===== src/design/lsra_pkg.sv =====
// ----------------------------------------------------------------------------
// lsra_pkg
// Shared types for the linear scan register allocator chain.
// ----------------------------------------------------------------------------
package lsra_pkg;

    // Control that rides with an item down the chain of cells
    typedef struct packed {
        logic valid;    // an item sits in this stage
        logic new_fn;   // clear allocation state as the item passes
        logic claimed;  // a register has already been taken upstream
    } t_tok_ctl;

endpackage


===== src/design/lsra_cell.sv =====
// ----------------------------------------------------------------------------
// lsra_cell
// One register of the allocator: busy and used flags, the end position held,
// and one pipeline stage of the item travelling through the chain.
// ----------------------------------------------------------------------------
module lsra_cell
    import lsra_pkg::*;
#(
    parameter int IDX      = 0,
    parameter int POS_BITS = 20,
    parameter int IW       = 6,
    parameter int CW       = 7
) (
    input  logic                i_clk,
    input  logic                i_rst_n,
    input  logic                i_adv,
    input  t_tok_ctl            i_ctl,
    input  logic [POS_BITS-1:0] i_start,
    input  logic [POS_BITS-1:0] i_end,
    input  logic [IW-1:0]       i_pick,
    input  logic [CW-1:0]       i_count,
    output t_tok_ctl            o_ctl,
    output logic [POS_BITS-1:0] o_start,
    output logic [POS_BITS-1:0] o_end,
    output logic [IW-1:0]       o_pick,
    output logic [CW-1:0]       o_count
);

    localparam logic [IW-1:0] CellId = IW'(IDX);

    logic                r_busy, n_busy;
    logic                r_used, n_used;
    logic [POS_BITS-1:0] r_end_pos;
    t_tok_ctl            r_ctl, n_ctl;
    logic [POS_BITS-1:0] r_start, r_end;
    logic [IW-1:0]       r_pick, n_pick;
    logic [CW-1:0]       r_count, n_count;

    logic clr, busy_c, used_c, busy_r, take;

    always_comb begin
        clr     = i_ctl.valid & i_ctl.new_fn;
        busy_c  = r_busy & ~clr;
        used_c  = r_used & ~clr;
        // release when the held interval ended at or before the new start
        busy_r  = busy_c & ~(r_end_pos <= i_start);
        take    = i_ctl.valid & ~i_ctl.claimed & ~busy_r;
        n_busy  = i_ctl.valid ? (busy_r | take) : r_busy;
        n_used  = i_ctl.valid ? (used_c | take) : r_used;
        n_ctl   = i_ctl;
        n_ctl.claimed = i_ctl.claimed | take;
        n_pick  = take ? CellId : i_pick;
        // used cells form a prefix, so their count is the fresh counter
        n_count = i_count + CW'(n_used);
    end

    always_ff @(posedge i_clk) begin
        if (!i_rst_n) begin
            r_busy <= 1'b0;
            r_used <= 1'b0;
            r_ctl  <= '0;
        end else if (i_adv) begin
            r_busy <= n_busy;
            r_used <= n_used;
            r_ctl  <= n_ctl;
        end
    end

    always_ff @(posedge i_clk) begin
        if (i_adv) begin
            r_start <= i_start;
            r_end   <= i_end;
            r_pick  <= n_pick;
            r_count <= n_count;
            if (take) begin
                r_end_pos <= i_end;
            end
        end
    end

    assign o_ctl   = r_ctl;
    assign o_start = r_start;
    assign o_end   = r_end;
    assign o_pick  = r_pick;
    assign o_count = r_count;

endmodule


===== config.mk =====
export PLATFORM = sky130hd
export DESIGN_NAME = lsra_cell
export DESIGN_NICKNAME = d
export VERILOG_FILES = /design/src/design/lsra_pkg.sv /design/src/design/lsra_cell.sv
export SDC_FILE = /design/constraint.sdc
export NUM_CORES = 1
export LEC_CHECK = 0
export ABC_AREA = 1
export BUFFER_PORTS_ARGS = -buffer_cell sky130_fd_sc_hd__clkbuf_2
export CAP_MARGIN = 20
export CELL_PAD_IN_SITES_DETAIL_PLACEMENT = 0
export CELL_PAD_IN_SITES_GLOBAL_PLACEMENT = 2
export CORE_ASPECT_RATIO = 0.75
export CORE_MARGIN = 1.5
export CORE_UTILIZATION = 32
export DETAILED_ROUTE_END_ITERATION = 6
export GPL_TIMING_DRIVEN = 0
export HOLD_SLACK_MARGIN = 0.05
export PLACE_DENSITY = 0.76
export SLEW_MARGIN = 5
export SYNTH_ARGS = -nofsm -noshare
export SYNTH_HDL_FRONTEND = slang
export SYNTH_SLANG_ARGS = --single-unit
export TNS_END_PERCENT = 10

===== constraint.sdc =====
create_clock -name i_clk -period 2.9 [get_ports i_clk]
set_clock_uncertainty 0.05 [all_clocks]
set_input_delay 0.435 -clock i_clk [delete_from_list [all_inputs] [get_ports i_clk]]
set_output_delay 0.435 -clock i_clk [all_outputs]
set_load 0.02 [all_outputs]

# --- Word-level counts from Yosys, hierarchy flattened ---
# Cells that the tools add are included.
classes:
  bitwise: 13
  eq_ne: 0
  mux: 1
  shifts: 0
  n_reduce_logical: 2
  n_div: 0
  multipliers: 0
  n_addsub: 1
  magnitude_cmp: 1
op_table:
  columns: ["cell", "n"]
  rows:
  - ["less-or-equal comparator 20 bit", 1]
  - ["adder 7 x 1 -> 7 bit", 1]
  - ["AND 1 bit", 6]
  - ["inverter 1 bit", 4]
  - ["AND reduction 2 bit", 2]
  - ["OR 1 bit", 3]
  - ["2-to-1 mux 1 bit", 1]
totals:
  latchBits: 0
  in_bits: 59
  n_memories: 0
  ff_bits: 78
  out_inout_bits: 56
  wordCells: 28
  mem_bits_ro: 0
  ramBits: 0

# --- Depth between registers and ports, before layout ---
logic_depth:
  depth_word: 9
  ltp_mapped: 18
  depth_no_buf: 18

# --- Least setup slack after synthesis ---
# No wires, ideal clock.
synth_timing:
  kind: "in2reg"
  startpoint: "input port i_start[19]"
  endpoint: "register r_count[6], in the netlist o_count[6] (data pin)"
  setup_time_ns: 0.260
  path_slack_ns: 0.464
  t_required_ns: 2.590
  n_path_buf: 0
  arrival_time_ns: 2.126
  stages: 16
  path_cell_list: "inv_1 > ha_1 > nand2_2 > nor2_4 > nand2_2 > nor2_4 > nand2_1 > nand3_2 > nand2_4 > nand2_2 > nand2_1 > ha_1 > ha_1 > nand3_1 > nor2_1 > xor2_1"
synth_via:
  elab_chain_len: 8
synth_rtl:
  columns: ["item", "line", "source"]
  rows:
  - ["start, declared", "lsra_cell.sv:18", "input logic [POS_BITS-1:0] i_start,"]
  - ["less-or-equal comparator 20 bit", "lsra_cell.sv:46", "busy_r = busy_c & ~(r_end_pos <= i_start);"]
  - ["inverter 1 bit", "lsra_cell.sv:46", null]
  - ["AND 1 bit", "lsra_cell.sv:46", null]
  - ["inverter 1 bit", "lsra_cell.sv:47", "take = i_ctl.valid & ~i_ctl.claimed & ~busy_r;"]
  - ["AND 1 bit", "lsra_cell.sv:47", null]
  - ["OR 1 bit", "lsra_cell.sv:49", "n_used = i_ctl.valid ? (used_c | take) : r_used;"]
  - ["2-to-1 mux 1 bit", "lsra_cell.sv:49", null]
  - ["net n_used", "lsra_cell.sv:32", "logic r_used, n_used;"]
  - ["adder 7 x 1 -> 7 bit", "lsra_cell.sv:54", "n_count = i_count + CW'(n_used);"]
  - ["net n_count[6]", "lsra_cell.sv:37", "logic [CW-1:0] r_count, n_count;"]
  - ["end signal, assigned", "lsra_cell.sv:74", "r_count <= n_count;"]
  - ["end, declared", "lsra_cell.sv:37", null]
# The timed path passes the listed nets, and every way through them passes these cells.
# A chain may end at the register's enable or synchronous reset.

# --- Final worst setup path ---
layout_timing:
  startpoint: "register r_end_pos[19]"
  endpoint: "register r_count[6], in the netlist o_count[6] (data pin)"
layout_via:
  elab_chain_len: 8
layout_rtl:
  columns: ["item", "line", "source"]
  rows:
  - ["start, declared", "lsra_cell.sv:33", "logic [POS_BITS-1:0] r_end_pos;"]
  - ["start signal, assigned", "lsra_cell.sv:76", "r_end_pos <= i_end;"]
  - ["less-or-equal comparator 20 bit", "lsra_cell.sv:46", null]
  - ["inverter 1 bit", "lsra_cell.sv:46", null]
  - ["AND 1 bit", "lsra_cell.sv:46", null]
  - ["inverter 1 bit", "lsra_cell.sv:47", null]
  - ["AND 1 bit", "lsra_cell.sv:47", null]
  - ["OR 1 bit", "lsra_cell.sv:49", null]
  - ["2-to-1 mux 1 bit", "lsra_cell.sv:49", null]
  - ["net n_used", "lsra_cell.sv:32", null]
  - ["adder 7 x 1 -> 7 bit", "lsra_cell.sv:54", null]
  - ["net n_count[6]", "lsra_cell.sv:37", null]
# The timed path passes the listed nets, and every way through them passes these cells.

==> impl_results.md <==
* Port buffer count at 114
* Clk root buf: clkbuf_16
* Kind of end point of the critical path: register
* Drt first pass iters at 4
* Worst endpoint required time at 2930 ps
* Vias per cell at 4.14
* Register area share after synthesis at 72.0%
* Worst setup startpoint: r_end_pos[19]
* Worst slew pin tran at 823 ps
* Synthesis warning total at 0
* DPL Wire Length at 4160 um
* Die width at 118 um
* Final std cells w/o fill at 482
* Fin crit share at 91.0%
* Netlist cell types at 24
* Setup TNS at 0 ps
* Die H at 89.4 um
* Final GP Congestion at 0.676
* Cts hold-fix bufs at 0
* Sw frac at 22.5%
* Origin of the critical flop-to-flop path: r_end_pos[19]
* Max-Cap Viols at 0
* Reg power frac at 49.8%
* Worst hold path class: input pin to register
* Highest clock rate at 379 MHz
* WL per Instance at 11.7 um
* Setup CP Type: register to register
* Routed met3 length at 441 um
* Switch Pwr at 0.602 mW
* CTS tree: yes
* RSZ-0062 raised after global routing: no
* Total Wirelength at 5660 um
* Worst Path Max Fanout at 9
* Slew Limit Fails at 0
* Min Hold Slack at 248 ps
* Clk pwr share at 39.4%
* DRT antenna net count at 0
* P_int at 2.07 mW
* CTS resizes at 0
* Total CTS buffers at 9
* Nets at 426
* I/O pins at 115
* Final setup vio count at 0
* Commonest cells after routing, fill and taps aside: clkbuf_2 (113), edfxtp_1 (73), inv_1 (35)
* Clock transition at path regs at 60 ps
* CTS Buffer Depth at 2
* Crit-path cells: ha_1 -> nand2_2 -> inv_1 -> nand2_1 -> nand2_1 -> a21oi_1 -> nand3_2 -> nand2_4 -> nand2_2 -> nand2_1 -> ha_1 -> ha_1 -> nand3_1 -> nor2_1 -> xor2_1
* Most common cell after layout, fill and taps aside: clkbuf_2
* CTS H-tree lvls at 3
* Cells after Synth at 220
* WP data arrival at 2670 ps
* Run status: finished clean
* Comb pwr share at 10.8%
* Area Growth Syn to Fin at 32.0%
* Total GRT Usage at 11.1%
* Clock sinks at 78
* Post-CTS Setup Repair Bufs at 0
* VDD IR max at 0.364 mV
* Min cycle time layout at 2640 ps
* Crit path largest cell delay at 360 ps
* Hold Crit Start: i_start[5]
* Slowest cell on crit path: edfxtp_1
* Post-synthesis register bit count at 78
* Die area at 10,600 sq um
* Pwr dens at 636 nW/um^2
* Row count at 31
* Global-route wire length before repair at 8570 um
* Vias in the first global route at 1,819
* Post-Route M1 WL at 2570 um
* Placed Cells at 466
* Mapped Avg Cell Area at 14.5 sq um
* Worst slew margin at 45.1%
* Leakage at 1.93 nW
* GRT Residual Overflow at 0
* N_diodes at 0
* Vias at 1,994
* Met2 WL at 2560 um
* Startpoint types: register
* Clk_lat worst skew at 330 ps
* Mapped Nets at 301
* Core area at 9660 sq um
* Initial DRC count at 84
* Layout cell share with drive strength beyond 1 at 41.7%
* Post-route DRC at 0
* Final hold vios at 0
* Post-synthesis cell area at 3180 sq um
* Initial core utilization at 33.0%
* Uppermost layer routed: met4
* Initial antenna violation count at 0
* Largest net degree at the start of global routing at 59
==> final timing paths <==
kind                 to  slack, ps  depth (start not counted)
max          o_count[6]        260                         15
min          o_start[5]        250                          1
max reg2reg  o_count[6]        260                         15
min reg2reg    o_ctl[2]        420                          2
==> layout make-up <==
| class | instances | area (sq um) |
|---|---|---|
| fillers | 907 | 5460 |
| flip-flops and latches | 78 | 2290 |
| multi-input cells | 106 | 756 |
| repair buffers | 114 | 573 |
| clock buffers | 10 | 229 |
| well taps | 132 | 165 |
| inverters | 36 | 135 |
| clock inverters | 6 | 52.6 |
==> power by group through the flow <==
stage                     Combinational [mW]  Sequential, mW  Clock [mW]
final                                  0.289            1.33        1.05
after global routing                   0.318            1.34        1.13
after CTS                              0.295            1.33        1.09
after detailed placement               0.293            1.35           0
after global placement                 0.292            1.35           0
after floorplan                       0.0781            1.43           0
==> cell usage after synthesis <==
cell       n  area [sq um]
a21boi_1   5          37.5
a21boi_2   1          11.3
a21o_1     1          7.51
a21oi_1    8          40.0
a21oi_2    3          26.3
a31oi_2    1          12.5
clkinv_1   1          3.75
dfxtp_1    5           100
edfxtp_1  73          2190
ha_1      22           275
inv_1     35           131
nand2_1   31           116
nand2_2    6          37.5
nand2_4    1          11.3
nand3_1    2          10.0
nand3_2    1          10.0
nand3_4    1          17.5
nor2_1     8          30.0
nor2_2     2          12.5
nor2_4     2          22.5
nor3_1     1          5.00
o21ai_0    4          20.0
o21ai_2    1          8.76
xor2_1     5          43.8
==> logic make-up (layout without fill, tap and decap cells) <==
logic type | Yosys count | count (layout) | share of synthesized area [%]
compound gates | 24 | 24 | 5.15
xor+xnor | 5 | 5 | 1.38
fa+ha+maj | 22 | 22 | 8.65
buf+inv | 36 | 166 | 4.25
flops | 78 | 78 | 72.0
simple gates | 55 | 55 | 8.57
==> per-layer routing <==
metal / vias up / GRT usage [%]
li1: 1009 / -
met1: 900 / 13.5
met2: 77 / 16.7
met3: 8 / 5.23
met4: 0 / 5.32
met5: - / 0
==> flip-flops by register name, indices dropped and copies added, names as in the netlist <==
register / count
o_ctl: 3
r_used: 1
o_start: 20
o_end: 20
o_pick: 6
r_busy: 1
o_count: 7
r_end_pos: 20
==> metrics by stage <==
| stage | total power [mW] | instance area [sq um] | setup slack, ps | utilization (%) |
|---|---|---|---|---|
| after floorplan | 1.51 | 3180 | 464 | - |
| after global placement | 1.65 | 3920 | -19.7 | 40.6 |
| after detailed placement | 1.65 | 3920 | -5.50 | 40.6 |
| after CTS | 2.72 | 4200 | 194 | 43.5 |
| after global routing | 2.79 | 4200 | 40.4 | 43.5 |
| final | 2.67 | 4200 | 260 | 43.5 |
==> critical path, delay by kind of cell (launching register included) <==
kind                     cells  cell delay (ps)
buffers and inverters        1               40
XOR/XNOR                     1               80
flip-flops                   1              360
adder cells (fa/ha/maj)      3              690
AO/OA/AOI/OAI                1              220
AND/OR/NAND/NOR              9              950
Note: power is estimated with default switching activity, not from simulation.
